File: config.mk
export PLATFORM = sky130hd
export DESIGN_NAME = pointer_event_transform_accumulator_flat
export DESIGN_NICKNAME = d
export VERILOG_FILES = /design/src/rtl/peta_pkg.sv /design/src/rtl/peta_if.sv /design/src/rtl/peta_front.sv /design/src/rtl/peta_queue.sv /design/src/rtl/peta_back.sv /design/src/rtl/pointer_event_transform_accumulator.sv /design/src/flat_wrapper.sv
export SDC_FILE = /design/constraint.sdc
export NUM_CORES = 2
export LEC_CHECK = 0
export ABC_AREA = 1
export BUFFER_PORTS_ARGS = -buffer_cell sky130_fd_sc_hd__buf_2
export CAP_MARGIN = 15
export CORE_ASPECT_RATIO = 1.1
export CORE_MARGIN = 2
export CORE_UTILIZATION = 55
export DETAILED_ROUTE_END_ITERATION = 8
export PLACE_DENSITY = 0.77
export SKIP_CTS_REPAIR_TIMING = 1
export SYNTH_ARGS = -nofsm -noshare
export SYNTH_HDL_FRONTEND = slang
export SYNTH_HIERARCHICAL = 1
export SYNTH_SLANG_ARGS = --single-unit
export TNS_END_PERCENT = 100
File: constraint.sdc
create_clock -name i_clk -period 22 [get_ports i_clk]
set_input_delay 2.2 -clock i_clk [delete_from_list [all_inputs] [get_ports i_clk]]
set_output_delay 2.2 -clock i_clk [all_outputs]
set_load 0.01 [all_outputs]
File: src/rtl/peta_pkg.sv
// Shared types and constants of the pointer event transform accumulator.
package peta_pkg;

    localparam int unsigned CfgIdxW = 3;
    localparam int unsigned CfgDataW = 32;

    localparam logic [CfgIdxW-1:0] RegFlags = 3'd0;
    localparam logic [CfgIdxW-1:0] RegNum = 3'd1;
    localparam logic [CfgIdxW-1:0] RegDen = 3'd2;
    localparam logic [CfgIdxW-1:0] RegCos = 3'd3;
    localparam logic [CfgIdxW-1:0] RegSin = 3'd4;
    localparam logic [CfgIdxW-1:0] RegRtype = 3'd5;
    localparam logic [CfgIdxW-1:0] RegRcodes = 3'd6;
    localparam logic [CfgIdxW-1:0] RegLayer = 3'd7;

    localparam logic [4:0] TypeKey = 5'd1;
    localparam logic [4:0] TypeRel = 5'd2;

    localparam logic [9:0] CodeRelX = 10'd0;
    localparam logic [9:0] CodeRelY = 10'd1;
    localparam logic [9:0] CodeHwheel = 10'd6;
    localparam logic [9:0] CodeWheel = 10'd8;
    localparam logic [9:0] CodeBtn0 = 10'd256;

    localparam int unsigned MaskW = 5;

    typedef enum logic [2:0] {
        t_op_none,
        t_op_mx,
        t_op_my,
        t_op_sx,
        t_op_sy,
        t_op_btn
    } t_op;

    typedef struct packed {
        t_op               op;
        logic [2:0]        btn;
        logic signed [16:0] value;
        logic              sync;
    } t_cmd;

    typedef struct packed {
        logic signed [15:0] motion_x;
        logic signed [15:0] motion_y;
        logic              motion_valid;
        logic signed [15:0] scroll_x;
        logic signed [15:0] scroll_y;
        logic              scroll_valid;
        logic [MaskW-1:0]  pressed_buttons;
        logic [MaskW-1:0]  released_buttons;
    } t_report;

endpackage

File: src/rtl/peta_if.sv
// Valid/ready channel interfaces for events and reports.
interface peta_event_if;
    logic              valid;
    logic              ready;
    logic [4:0]        event_type;
    logic [9:0]        event_code;
    logic signed [15:0] event_value;
    logic              sync_mark;
    logic              device_present;
    logic [4:0]        active_layer;
    logic              stop_verdict;
    modport source(output valid, event_type, event_code, event_value, sync_mark,
                   device_present, active_layer, stop_verdict, input ready);
    modport sink(input valid, event_type, event_code, event_value, sync_mark,
                 device_present, active_layer, stop_verdict, output ready);
endinterface

interface peta_report_if;
    logic              valid;
    logic              ready;
    logic signed [15:0] motion_x;
    logic signed [15:0] motion_y;
    logic              motion_valid;
    logic signed [15:0] scroll_x;
    logic signed [15:0] scroll_y;
    logic              scroll_valid;
    logic [4:0]        pressed_buttons;
    logic [4:0]        released_buttons;
    modport source(output valid, motion_x, motion_y, motion_valid, scroll_x, scroll_y,
                   scroll_valid, pressed_buttons, released_buttons, input ready);
    modport sink(input valid, motion_x, motion_y, motion_valid, scroll_x, scroll_y,
                 scroll_valid, pressed_buttons, released_buttons, output ready);
endinterface

File: src/rtl/peta_front.sv
// Front end: filter, remap, swap and invert events into commands.
module peta_front #(
    parameter int BUTTON_COUNT = 5,
    parameter int LAYER_COUNT = 32
) (
    input  logic                       i_clk,
    input  logic                       i_rst_n,
    peta_event_if.sink                 i_ev,
    input  logic [2:0]                 i_flags,
    input  logic [5:0]                 i_rtype,
    input  logic [15:0]                i_rcodes,
    input  logic [31:0]                i_layer_mask,
    output logic                       o_valid,
    output peta_pkg::t_cmd             o_cmd,
    input  logic                       i_ready
);
    logic              r_valid, n_valid;
    peta_pkg::t_cmd    r_cmd, n_cmd;
    logic              keep;
    logic [9:0]        code;
    logic signed [16:0] val;
    logic              is_x, is_y;
    logic [9:0]        boff;

    assign i_ev.ready = !r_valid || i_ready;

    always_comb begin
        keep = i_ev.device_present && !i_ev.stop_verdict
            && (32'(i_ev.active_layer) < 32'(LAYER_COUNT))
            && i_layer_mask[i_ev.active_layer];
        code = i_ev.event_code;
        if (!i_rtype[5] && (i_rtype[4:0] == i_ev.event_type)) begin
            if (code == peta_pkg::CodeRelX || code == peta_pkg::CodeHwheel) begin
                if (!i_rcodes[7]) code = {2'b00, i_rcodes[7:0]};
            end else if (code == peta_pkg::CodeRelY || code == peta_pkg::CodeWheel) begin
                if (!i_rcodes[15]) code = {2'b00, i_rcodes[15:8]};
            end
        end
        if (i_flags[0]) begin
            case (code)
                peta_pkg::CodeRelX:   code = peta_pkg::CodeRelY;
                peta_pkg::CodeRelY:   code = peta_pkg::CodeRelX;
                peta_pkg::CodeWheel:  code = peta_pkg::CodeHwheel;
                peta_pkg::CodeHwheel: code = peta_pkg::CodeWheel;
                default: ;
            endcase
        end
        is_x = code == peta_pkg::CodeRelX || code == peta_pkg::CodeHwheel;
        is_y = code == peta_pkg::CodeRelY || code == peta_pkg::CodeWheel;
        val = 17'(i_ev.event_value);
        if (i_ev.event_type == peta_pkg::TypeRel
            && ((i_flags[1] && is_x) || (i_flags[2] && is_y))) begin
            val = -val;
        end
        boff = code - peta_pkg::CodeBtn0;
        n_cmd.op = peta_pkg::t_op_none;
        n_cmd.btn = boff[2:0];
        n_cmd.value = val;
        n_cmd.sync = i_ev.sync_mark;
        if (i_ev.event_type == peta_pkg::TypeRel) begin
            case (code)
                peta_pkg::CodeRelX:   n_cmd.op = peta_pkg::t_op_mx;
                peta_pkg::CodeRelY:   n_cmd.op = peta_pkg::t_op_my;
                peta_pkg::CodeHwheel: n_cmd.op = peta_pkg::t_op_sx;
                peta_pkg::CodeWheel:  n_cmd.op = peta_pkg::t_op_sy;
                default: ;
            endcase
        end else if (i_ev.event_type == peta_pkg::TypeKey) begin
            if (code >= peta_pkg::CodeBtn0 && 32'(boff) < 32'(BUTTON_COUNT)
                && boff < 10'd5) begin
                n_cmd.op = peta_pkg::t_op_btn;
            end
        end
        n_valid = r_valid && !i_ready;
        if (i_ev.valid && i_ev.ready && keep
            && (n_cmd.op != peta_pkg::t_op_none || n_cmd.sync)) begin
            n_valid = 1'b1;
        end
    end

    always_ff @(posedge i_clk) begin
        if (!i_rst_n) begin
            r_valid <= 1'b0;
        end else begin
            r_valid <= n_valid;
        end
        if (i_ev.valid && i_ev.ready) begin
            r_cmd <= n_cmd;
        end
    end

    assign o_valid = r_valid;
    assign o_cmd = r_cmd;
endmodule

File: src/rtl/peta_queue.sv
// Short command queue between front and back.
module peta_queue #(
    parameter int DEPTH = 2
) (
    input  logic           i_clk,
    input  logic           i_rst_n,
    input  logic           i_valid,
    input  peta_pkg::t_cmd i_cmd,
    output logic           o_ready,
    output logic           o_valid,
    output peta_pkg::t_cmd o_cmd,
    input  logic           i_ready
);
    localparam int AW = (DEPTH > 1) ? $clog2(DEPTH) : 1;
    peta_pkg::t_cmd  r_mem [DEPTH];
    logic [AW-1:0]   r_wp, r_rp;
    logic [AW:0]     r_cnt;
    logic            wr, rd;

    assign o_ready = r_cnt != (AW+1)'(DEPTH);
    assign o_valid = r_cnt != '0;
    assign o_cmd = r_mem[r_rp];
    assign wr = i_valid && o_ready;
    assign rd = o_valid && i_ready;

    always_ff @(posedge i_clk) begin
        if (!i_rst_n) begin
            r_wp <= '0;
            r_rp <= '0;
            r_cnt <= '0;
        end else begin
            if (wr) r_wp <= (r_wp == AW'(DEPTH-1)) ? '0 : r_wp + 1'b1;
            if (rd) r_rp <= (r_rp == AW'(DEPTH-1)) ? '0 : r_rp + 1'b1;
            r_cnt <= r_cnt + (AW+1)'(wr) - (AW+1)'(rd);
        end
        if (wr) r_mem[r_wp] <= i_cmd;
    end
endmodule

File: src/rtl/peta_back.sv
// Back end: serial scale divide, accumulate, rotate and report.
module peta_back (
    input  logic               i_clk,
    input  logic               i_rst_n,
    input  logic               i_valid,
    input  peta_pkg::t_cmd     i_cmd,
    output logic               o_ready,
    input  logic [15:0]        i_num,
    input  logic [15:0]        i_den,
    input  logic signed [15:0] i_cos,
    input  logic signed [15:0] i_sin,
    peta_report_if.source      o_rep
);
    typedef enum logic [2:0] {
        t_idle, t_mul, t_div, t_acc, t_rot, t_out
    } t_state;

    t_state             r_state;
    peta_pkg::t_cmd     r_cmd;
    logic               r_neg;
    logic [32:0]        r_rem;
    logic [32:0]        r_quo;
    logic [5:0]         r_cnt;
    logic signed [15:0] r_mx, r_my, r_sx, r_sy;
    logic               r_ms, r_ss;
    logic [4:0]         r_pm, r_rm;
    logic [1:0]         r_rstep;
    logic signed [32:0] r_p0, r_p1;
    logic               r_ov;
    peta_pkg::t_report  r_rep;
    logic [15:0]        den;
    logic [33:0]        trial;
    logic [32:0]        mag;
    logic signed [15:0] v;
    logic signed [15:0] ax, ay, rx, ry;
    logic signed [33:0] sum;
    logic signed [33:0] q;
    logic signed [15:0] sat;

    assign den = (i_den == '0) ? 16'd1 : i_den;
    assign o_ready = r_state == t_idle;
    assign trial = {r_rem, r_quo[32]} - {18'd0, den};
    assign mag = r_neg ? -r_quo : r_quo;
    assign v = mag[15:0];

    always_comb begin
        ax = r_rstep[1] ? r_mx : r_sx;
        ay = r_rstep[1] ? r_my : r_sy;
        sum = 34'(r_p0) + 34'(r_p1);
        q = sum[33] ? -((-sum) >>> 14) : (sum >>> 14);
        if (q > 34'sd32767) sat = 16'sh7fff;
        else if (q < -34'sd32768) sat = -16'sh8000;
        else sat = q[15:0];
    end

    always_ff @(posedge i_clk) begin
        if (!i_rst_n) begin
            r_state <= t_idle;
            r_mx <= '0; r_my <= '0; r_sx <= '0; r_sy <= '0;
            r_ms <= 1'b0; r_ss <= 1'b0; r_pm <= '0; r_rm <= '0;
            r_rep <= '0;
        end else begin
            case (r_state)
                t_idle: begin
                    if (i_valid) begin
                        r_cmd <= i_cmd;
                        r_state <= t_mul;
                    end
                end
                t_mul: begin
                    r_neg <= r_cmd.value[16];
                    r_quo <= 33'((r_cmd.value[16] ? -r_cmd.value : r_cmd.value))
                           * 33'(i_num);
                    r_rem <= '0;
                    r_cnt <= 6'd33;
                    r_state <= (r_cmd.op == peta_pkg::t_op_none) ? t_acc : t_div;
                end
                t_div: begin
                    if (!trial[33]) begin
                        r_rem <= trial[32:0];
                        r_quo <= {r_quo[31:0], 1'b1};
                    end else begin
                        r_rem <= {r_rem[31:0], r_quo[32]};
                        r_quo <= {r_quo[31:0], 1'b0};
                    end
                    r_cnt <= r_cnt - 1'b1;
                    if (r_cnt == 6'd1) r_state <= t_acc;
                end
                t_acc: begin
                    case (r_cmd.op)
                        peta_pkg::t_op_mx: begin r_mx <= r_mx + v; r_ms <= 1'b1; end
                        peta_pkg::t_op_my: begin r_my <= r_my + v; r_ms <= 1'b1; end
                        peta_pkg::t_op_sx: begin r_sx <= r_sx + v; r_ss <= 1'b1; end
                        peta_pkg::t_op_sy: begin r_sy <= r_sy + v; r_ss <= 1'b1; end
                        peta_pkg::t_op_btn: begin
                            if (v > 16'sd0) r_pm[r_cmd.btn] <= 1'b1;
                            else r_rm[r_cmd.btn] <= 1'b1;
                        end
                        default: ;
                    endcase
                    r_rstep <= 2'd0;
                    r_ov <= 1'b0;
                    r_state <= r_cmd.sync ? t_rot : t_idle;
                end
                t_rot: begin
                    r_rstep <= r_rstep + 1'b1;
                    r_ov <= ~r_ov;
                    // even step: products, odd step: combine and store
                    if (!r_ov) begin
                        r_p0 <= r_rstep[0] ? 33'(i_sin * ax) : 33'(i_cos * ax);
                        r_p1 <= r_rstep[0] ? 33'(i_cos * ay) : 33'(-(i_sin * ay));
                        r_rstep <= r_rstep;
                    end else begin
                        if (i_sin != '0 && (r_rstep[1] ? r_ms : r_ss)) begin
                            case (r_rstep)
                                2'd0: r_rep.scroll_x <= sat;
                                2'd1: r_rep.scroll_y <= sat;
                                2'd2: r_rep.motion_x <= sat;
                                default: r_rep.motion_y <= sat;
                            endcase
                        end else begin
                            case (r_rstep)
                                2'd0: r_rep.scroll_x <= r_ss ? r_sx : '0;
                                2'd1: r_rep.scroll_y <= r_ss ? r_sy : '0;
                                2'd2: r_rep.motion_x <= r_ms ? r_mx : '0;
                                default: r_rep.motion_y <= r_ms ? r_my : '0;
                            endcase
                        end
                        if (r_rstep == 2'd3) begin
                            r_rep.motion_valid <= r_ms;
                            r_rep.scroll_valid <= r_ss;
                            r_rep.pressed_buttons <= r_pm;
                            r_rep.released_buttons <= r_rm;
                            r_mx <= '0; r_my <= '0; r_sx <= '0; r_sy <= '0;
                            r_ms <= 1'b0; r_ss <= 1'b0; r_pm <= '0; r_rm <= '0;
                            r_state <= t_out;
                        end
                    end
                end
                t_out: begin
                    if (o_rep.ready) r_state <= t_idle;
                end
                default: r_state <= t_idle;
            endcase
        end
    end

    assign o_rep.valid = r_state == t_out;
    assign o_rep.motion_x = r_rep.motion_x;
    assign o_rep.motion_y = r_rep.motion_y;
    assign o_rep.motion_valid = r_rep.motion_valid;
    assign o_rep.scroll_x = r_rep.scroll_x;
    assign o_rep.scroll_y = r_rep.scroll_y;
    assign o_rep.scroll_valid = r_rep.scroll_valid;
    assign o_rep.pressed_buttons = r_rep.pressed_buttons;
    assign o_rep.released_buttons = r_rep.released_buttons;

    a_ready_idle: assert property (@(posedge i_clk) disable iff (!i_rst_n)
        o_ready |-> !o_rep.valid) else $error("ready while report pending");
    a_clear: assert property (@(posedge i_clk) disable iff (!i_rst_n)
        $rose(o_rep.valid) |-> (!r_ms && !r_ss && r_pm == '0 && r_rm == '0))
        else $error("accumulators not cleared");
    a_hold: assert property (@(posedge i_clk) disable iff (!i_rst_n)
        (o_rep.valid && !o_rep.ready) |=> $stable(r_rep)) else $error("report moved");
endmodule

File: src/rtl/pointer_event_transform_accumulator.sv
// Top level of the pointer event transform accumulator.
// Events are filtered and classified by the front end, which registers each
// command, and queued two deep; the back end takes each command through a
// multiply state, a 33-step restoring divider and an accumulate state (a sync
// event that neither moves nor presses skips the divider; an event that is
// neither of these nor a sync event ends in the front end); a sync event adds
// rotation steps, each forming two 16x16 products, before its report is offered.
module pointer_event_transform_accumulator #(
    parameter int BUTTON_COUNT = 5,
    parameter int LAYER_COUNT = 32
) (
    input  logic                            i_clk,
    input  logic                            i_rst_n,
    peta_event_if.sink                      i_ev,
    peta_report_if.source                   o_rep,
    input  logic                            i_cfg_we,
    input  logic [peta_pkg::CfgIdxW-1:0]    i_cfg_idx,
    input  logic [peta_pkg::CfgDataW-1:0]   i_cfg_data
);
    logic [2:0]         r_flags;
    logic [15:0]        r_num, r_den, r_rcodes;
    logic signed [15:0] r_cos, r_sin;
    logic [5:0]         r_rtype;
    logic [31:0]        r_lmask;
    logic               f_valid, q_ready, q_valid, b_ready;
    peta_pkg::t_cmd     f_cmd, q_cmd;

    always_ff @(posedge i_clk) begin
        if (!i_rst_n) begin
            r_flags <= '0; r_num <= 16'd1; r_den <= 16'd1;
            r_cos <= 16'sd16384; r_sin <= '0; r_rtype <= 6'h3f;
            r_rcodes <= 16'hffff; r_lmask <= '0;
        end else if (i_cfg_we) begin
            case (i_cfg_idx)
                peta_pkg::RegFlags:  r_flags <= i_cfg_data[2:0];
                peta_pkg::RegNum:    r_num <= i_cfg_data[15:0];
                peta_pkg::RegDen:    r_den <= i_cfg_data[15:0];
                peta_pkg::RegCos:    r_cos <= i_cfg_data[15:0];
                peta_pkg::RegSin:    r_sin <= i_cfg_data[15:0];
                peta_pkg::RegRtype:  r_rtype <= i_cfg_data[5:0];
                peta_pkg::RegRcodes: r_rcodes <= i_cfg_data[15:0];
                peta_pkg::RegLayer:  r_lmask <= i_cfg_data[31:0];
                default: ;
            endcase
        end
    end

    peta_front #(.BUTTON_COUNT(BUTTON_COUNT), .LAYER_COUNT(LAYER_COUNT)) u_front (
        .i_clk, .i_rst_n, .i_ev,
        .i_flags(r_flags), .i_rtype(r_rtype), .i_rcodes(r_rcodes),
        .i_layer_mask(r_lmask),
        .o_valid(f_valid), .o_cmd(f_cmd), .i_ready(q_ready)
    );

    peta_queue #(.DEPTH(2)) u_queue (
        .i_clk, .i_rst_n, .i_valid(f_valid), .i_cmd(f_cmd), .o_ready(q_ready),
        .o_valid(q_valid), .o_cmd(q_cmd), .i_ready(b_ready)
    );

    peta_back u_back (
        .i_clk, .i_rst_n, .i_valid(q_valid), .i_cmd(q_cmd), .o_ready(b_ready),
        .i_num(r_num), .i_den(r_den), .i_cos(r_cos), .i_sin(r_sin), .o_rep
    );
endmodule
File: src/flat_wrapper.sv
// flat-port wrapper written by rule: the top's interface ports become plain ports
module pointer_event_transform_accumulator_flat 
#(
    parameter int BUTTON_COUNT = 5,
    parameter int LAYER_COUNT = 32
)
  (i_clk, i_rst_n, i_cfg_we, i_cfg_idx, i_cfg_data, i_ev_valid, i_ev_event_type, i_ev_event_code, i_ev_event_value, i_ev_sync_mark, i_ev_device_present, i_ev_active_layer, i_ev_stop_verdict, i_ev_ready, o_rep_valid, o_rep_motion_x, o_rep_motion_y, o_rep_motion_valid, o_rep_scroll_x, o_rep_scroll_y, o_rep_scroll_valid, o_rep_pressed_buttons, o_rep_released_buttons, o_rep_ready);
  peta_event_if i_ev_i ();
  peta_report_if o_rep_i ();
  input  logic i_clk;
  input  logic i_rst_n;
  input  logic i_cfg_we;
  input  logic [peta_pkg::CfgIdxW-1:0] i_cfg_idx;
  input  logic [peta_pkg::CfgDataW-1:0] i_cfg_data;
  input wire logic [$bits(i_ev_i.valid)-1:0] i_ev_valid;
  input wire logic [$bits(i_ev_i.event_type)-1:0] i_ev_event_type;
  input wire logic [$bits(i_ev_i.event_code)-1:0] i_ev_event_code;
  input wire logic [$bits(i_ev_i.event_value)-1:0] i_ev_event_value;
  input wire logic [$bits(i_ev_i.sync_mark)-1:0] i_ev_sync_mark;
  input wire logic [$bits(i_ev_i.device_present)-1:0] i_ev_device_present;
  input wire logic [$bits(i_ev_i.active_layer)-1:0] i_ev_active_layer;
  input wire logic [$bits(i_ev_i.stop_verdict)-1:0] i_ev_stop_verdict;
  output wire logic [$bits(i_ev_i.ready)-1:0] i_ev_ready;
  output wire logic [$bits(o_rep_i.valid)-1:0] o_rep_valid;
  output wire logic [$bits(o_rep_i.motion_x)-1:0] o_rep_motion_x;
  output wire logic [$bits(o_rep_i.motion_y)-1:0] o_rep_motion_y;
  output wire logic [$bits(o_rep_i.motion_valid)-1:0] o_rep_motion_valid;
  output wire logic [$bits(o_rep_i.scroll_x)-1:0] o_rep_scroll_x;
  output wire logic [$bits(o_rep_i.scroll_y)-1:0] o_rep_scroll_y;
  output wire logic [$bits(o_rep_i.scroll_valid)-1:0] o_rep_scroll_valid;
  output wire logic [$bits(o_rep_i.pressed_buttons)-1:0] o_rep_pressed_buttons;
  output wire logic [$bits(o_rep_i.released_buttons)-1:0] o_rep_released_buttons;
  input wire logic [$bits(o_rep_i.ready)-1:0] o_rep_ready;
  assign i_ev_i.valid = i_ev_valid;
  assign i_ev_i.event_type = i_ev_event_type;
  assign i_ev_i.event_code = i_ev_event_code;
  assign i_ev_i.event_value = i_ev_event_value;
  assign i_ev_i.sync_mark = i_ev_sync_mark;
  assign i_ev_i.device_present = i_ev_device_present;
  assign i_ev_i.active_layer = i_ev_active_layer;
  assign i_ev_i.stop_verdict = i_ev_stop_verdict;
  assign i_ev_ready = i_ev_i.ready;
  assign o_rep_valid = o_rep_i.valid;
  assign o_rep_motion_x = o_rep_i.motion_x;
  assign o_rep_motion_y = o_rep_i.motion_y;
  assign o_rep_motion_valid = o_rep_i.motion_valid;
  assign o_rep_scroll_x = o_rep_i.scroll_x;
  assign o_rep_scroll_y = o_rep_i.scroll_y;
  assign o_rep_scroll_valid = o_rep_i.scroll_valid;
  assign o_rep_pressed_buttons = o_rep_i.pressed_buttons;
  assign o_rep_released_buttons = o_rep_i.released_buttons;
  assign o_rep_i.ready = o_rep_ready;
  pointer_event_transform_accumulator #(.BUTTON_COUNT(BUTTON_COUNT), .LAYER_COUNT(LAYER_COUNT)) u_core (.i_clk(i_clk), .i_rst_n(i_rst_n), .i_ev(i_ev_i), .o_rep(o_rep_i), .i_cfg_we(i_cfg_we), .i_cfg_idx(i_cfg_idx), .i_cfg_data(i_cfg_data));
endmodule
==> qor.json <==
{
  "synthSimpleGateAreaFrac": {"value": 19.4, "unit": "%"},
  "cts_max_path_buffers": {"value": 3},
  "drt_drc_violations_left": {"value": 0},
  "initial_core_util": {"value": 55.3, "unit": "%"},
  "port_buffers": {"value": 156},
  "hold_path.startpoint": {"value": "u_core/u_front/o_cmd[3]"},
  "finish.utilization": {"value": 58.8, "unit": "%"},
  "cts_inserted_buffers": {"value": 61},
  "areaGrowthSynthToFinish": {"value": 6.41, "unit": "%"},
  "layout.filler_cells": {"value": 12649},
  "antenna_found_initial": {"value": 10},
  "final_layout_size_suffix_gt1_share": {"value": 6.56, "unit": "%"},
  "grt_first_pass_wirelength": {"value": 360000, "unit": "um"},
  "crit_path_start_kind": {"value": "flop"},
  "power.share.sequential": {"value": 23.4, "unit": "%"},
  "reg2regPathDepth": {"value": 36},
  "leakage_dissipation": {"value": 39.7, "unit": "nW"},
  "grt_start_max_net_pins": {"value": 84},
  "max-cap-violations": {"value": 0},
  "number_of_design_rule_violations_left_by_the_first_detailed_router_iteration": {"value": 5800},
  "route.vias.total": {"value": 66082},
  "swShare": {"value": 46.5, "unit": "%"},
  "timing.final.hold_violations": {"value": 0},
  "p_clk_share": {"value": 19.7, "unit": "%"},
  "largest_family_of_logic_cells_by_synthesized_area": {"value": "adder cells"},
  "max_freq": {"value": 0.104, "unit": "GHz"},
  "critical_register_to_register_path_endpoint": {"value": "u_core/u_back/r_quo[31]"},
  "timing.setup.critical_path_class": {"value": "reg -> reg"},
  "synth_edf_count": {"value": 237},
  "synth.distinct_cells": {"value": 71},
  "synth-async-reset-ratio": {"value": 0, "unit": "%"},
  "power_report.internal_total": {"value": 2.90, "unit": "mW"},
  "post_synth_mux_area_share": {"value": 0.488, "unit": "%"},
  "detail_route.wl_per_cell": {"value": 19.2, "unit": "um"},
  "fin_tns_setup": {"value": 0, "unit": "ps"},
  "ff2ff_setup_slack": {"value": 12430, "unit": "ps"},
  "netlist_area_before_placement": {"value": 79500, "unit": "um^2"},
  "die_height": {"value": 403, "unit": "um"},
  "tightestPinTransition": {"value": 1140, "unit": "ps"},
  "ys.flop_type": {"value": "dfxtp_1"},
  "cts_tree": {"value": "yes"},
  "rsz0062_at_grt": {"value": "no"},
  "fin_nets": {"value": 11937},
  "crit_slowest_cell": {"value": "edfxtp_1"},
  "synthesis.yosys.warnings": {"value": 6},
  "cp.arrival": {"value": 10010, "unit": "ps"},
  "crit_family": {"value": "adder cells"},
  "critical_path.max_stage_delay": {"value": 670, "unit": "ps"},
  "fp-row-count": {"value": 146},
  "synth-seq-area-share": {"value": 16.1, "unit": "%"},
  "crit_path_frequent_cell": {"value": "nand2_1"},
  "cellPowerDensity": {"value": 64.1, "unit": "nW/um^2"},
  "detail-route-antenna-nets": {"value": 0},
  "run_status": {"value": "complete, no violations"},
  "final-setup-viol-count": {"value": 0},
  "comb_power_share": {"value": 56.9, "unit": "%"},
  "synth.ff_latch_count": {"value": 519},
  "clk_pin_slew_worst_paths": {"value": 70, "unit": "ps"},
  "maxSlewViolCount": {"value": 0},
  "die-area": {"value": 148000, "unit": "um^2"},
  "timing.hold.worst_endpoint": {"value": "u_core/u_queue/r_mem[1][3]"},
  "postSynthAreaPerCell": {"value": 8.07, "unit": "um^2"},
  "yosys.area_share.xor_xnor": {"value": 1.88, "unit": "%"},
  "grt_pass1_vias": {"value": 66808},
  "cts-htree-levels": {"value": 2},
  "syn_inst": {"value": 9854},
  "cts_sinks": {"value": 519},
  "critical_path_required": {"value": 22430, "unit": "ps"},
  "fp.coreArea": {"value": 144000, "unit": "um^2"},
  "cts_root_buf": {"value": "clkbuf_16"},
  "switchingPower": {"value": 2.52, "unit": "mW"},
  "rd_place_congestion": {"value": 1.01},
  "post-route-min-period": {"value": 9570, "unit": "ps"},
  "crit_fanout": {"value": 18},
  "worst_setup_path_end_kind": {"value": "flop"},
  "route.final.wire_length": {"value": 229000, "unit": "um"},
  "floorplan.io_pins": {"value": 157},
  "fp.dieW": {"value": 366, "unit": "um"},
  "globalRoute.totalOverflow": {"value": 0},
  "synth-adder-area-share": {"value": 43.0, "unit": "%"},
  "ir_drop": {"value": 0.115, "unit": "mV"},
  "cp.buffers_inverters": {"value": 6},
  "first_pass_iters": {"value": 7},
  "slew_headroom": {"value": 23.9, "unit": "%"},
  "fin_worst_skew": {"value": 39.6, "unit": "ps"},
  "hold_path.class": {"value": "reg -> reg"},
  "layout_worst_path_cycle_share": {"value": 43.5, "unit": "%"},
  "synth_area_in_compound_gates": {"value": 7.27, "unit": "%"},
  "viasPerCell": {"value": 5.54},
  "clk_lat_worst_skew": {"value": 710, "unit": "ps"},
  "grt_util_overall": {"value": 31.3, "unit": "%"},
  "min_delay_path_depth": {"value": 0},
  "dp.final_hpwl": {"value": 183000, "unit": "um"},
  "worst_r2r_startpoint": {"value": "u_core/u_back/r_cmd[1]"}
}
==> state kept, by name (all words and copies together) (netlist names), 24 cells and up, named ones only <==
| register | count |
|---|---|
| u_core/u_back/r_p1 | 33 |
| u_core/u_back/r_p0 | 32 |
| u_core/u_back/r_cmd | 24 |
| u_core/u_front/o_cmd | 24 |
| u_core/u_back/r_rem | 33 |
| u_core/u_queue/r_mem | 48 |
| u_core/r_lmask | 32 |
| u_core/u_back/r_quo | 33 |
==> cell families after synthesis <==
| logic type | Yosys count |
|---|---|
| AOI/OAI and AO/OA | 1056 |
| adders and majority gates | 1908 |
| other | 2 |
| DFF | 519 |
| buffers and inverters | 2455 |
| and+or+nand+nor | 3720 |
| xor gates and xnor gates | 166 |
| muxes | 28 |
==> power groups by stage <==
stage                     combinational [mW]  sequential [mW]  clock [mW]
after global placement                  2.89             1.28           0
after detailed placement                3.01             1.28           0
after global routing                    3.47             1.27        1.12
after CTS                               3.03             1.26        1.08
after floorplan                         2.23             1.25           0
final                                   3.08             1.27        1.07
==> worst max path at each step <==
stage | slack (ps) | endpoint | from | cells past startpoint
floorplan | 14040 | u_core/u_back/r_quo[31] | u_core/u_back/r_cmd[1] | 39
global placement | 12800 | u_core/u_back/r_quo[31] | u_core/u_back/r_cmd[1] | 36
detailed placement | 12630 | u_core/u_back/r_quo[31] | u_core/u_back/r_cmd[1] | 36
CTS | 12620 | u_core/u_back/r_quo[31] | u_core/u_back/r_cmd[1] | 36
global route | 11600 | u_core/u_back/r_quo[31] | u_core/u_back/r_cmd[1] | 36
finish | 12430 | u_core/u_back/r_quo[31] | u_core/u_back/r_cmd[1] | 36
==> layout by cell type (no fill, tap or decap), drive strengths merged, types with 90 or more instances in the layout <==
cell type	instances
a21oi	449
buf	259
conb	120
dfxtp	282
edfxtp	237
fa	1373
ha	535
inv	2098
nand2	2064
nand3	315
nor2	1150
o21ai	383
xor2	90
==> routing by layer <==
layer / wire (um) / track usage [%] / vias up / part of all wire [%]
met1: 84300 / 39.1 / 32234 / 37
met4: 15100 / 17.4 / 6 / 6.6
met3: 24000 / 7.24 / 738 / 10
met2: 105000 / 50.2 / 3219 / 46
met5: 47 / 0.0652 / - / 0.021
li1: - / - / 29885 / -
==> metrics by stage <==
step                      cells  hold slack (ps)  setup WS (ps)  cell area (um^2)  power, mW
after global placement    11810              429          12800             82400       4.17
after global routing      11927              462          11600             84600       5.86
after detailed placement  11810              438          12630             82400       4.30
after floorplan            9972              420          14040             79900       3.48
final                     11933              454          12430             84600       5.42
after CTS                 11926              453          12620             84600       5.38
==> layout make-up <==
class                   count  area (um^2)  area share, %
repair buffers            259         1560           1.84
clock inverters            45          495          0.586
clock buffers              71         1640           1.93
flip-flops and latches    519        12800           15.1
diodes                      6         15.0         0.0178
inverters                2111         7920           9.37
multi-input cells        6998        57800           68.3
well taps                1924         2410           2.85
==> cell usage after synthesis (11+ instances only) <==
master | number | share of area, %
dfxtp_1 | 282 | 7.1
nand2_1 | 2003 | 9.5
nor2_2 | 26 | 0.20
nand2_4 | 13 | 0.18
nand2_2 | 48 | 0.38
or2_2 | 67 | 0.53
nand3_2 | 16 | 0.20
xnor2_1 | 71 | 0.78
nor3_1 | 51 | 0.32
a21boi_0 | 13 | 0.12
inv_1 | 2050 | 9.7
clkbuf_1 | 285 | 1.3
o21ai_1 | 16 | 0.10
buf_1 | 19 | 0.090
edfxtp_1 | 237 | 9.0
fa_1 | 1373 | 35
buf_4 | 11 | 0.10
inv_2 | 37 | 0.17
o21a_1 | 43 | 0.41
nor4_1 | 13 | 0.10
mux2_4 | 20 | 0.38
nand3_1 | 297 | 1.9
nor2_4 | 20 | 0.28
a31oi_1 | 85 | 0.67
a21oi_1 | 445 | 2.8
clkinv_1 | 24 | 0.11
ha_1 | 535 | 8.4
o21bai_1 | 21 | 0.20
o21ai_0 | 365 | 2.3
nor2_1 | 1101 | 5.2
xor2_1 | 90 | 0.99
nand4_1 | 33 | 0.26
o22ai_1 | 13 | 0.10
(Power assumes the default switching activity.)
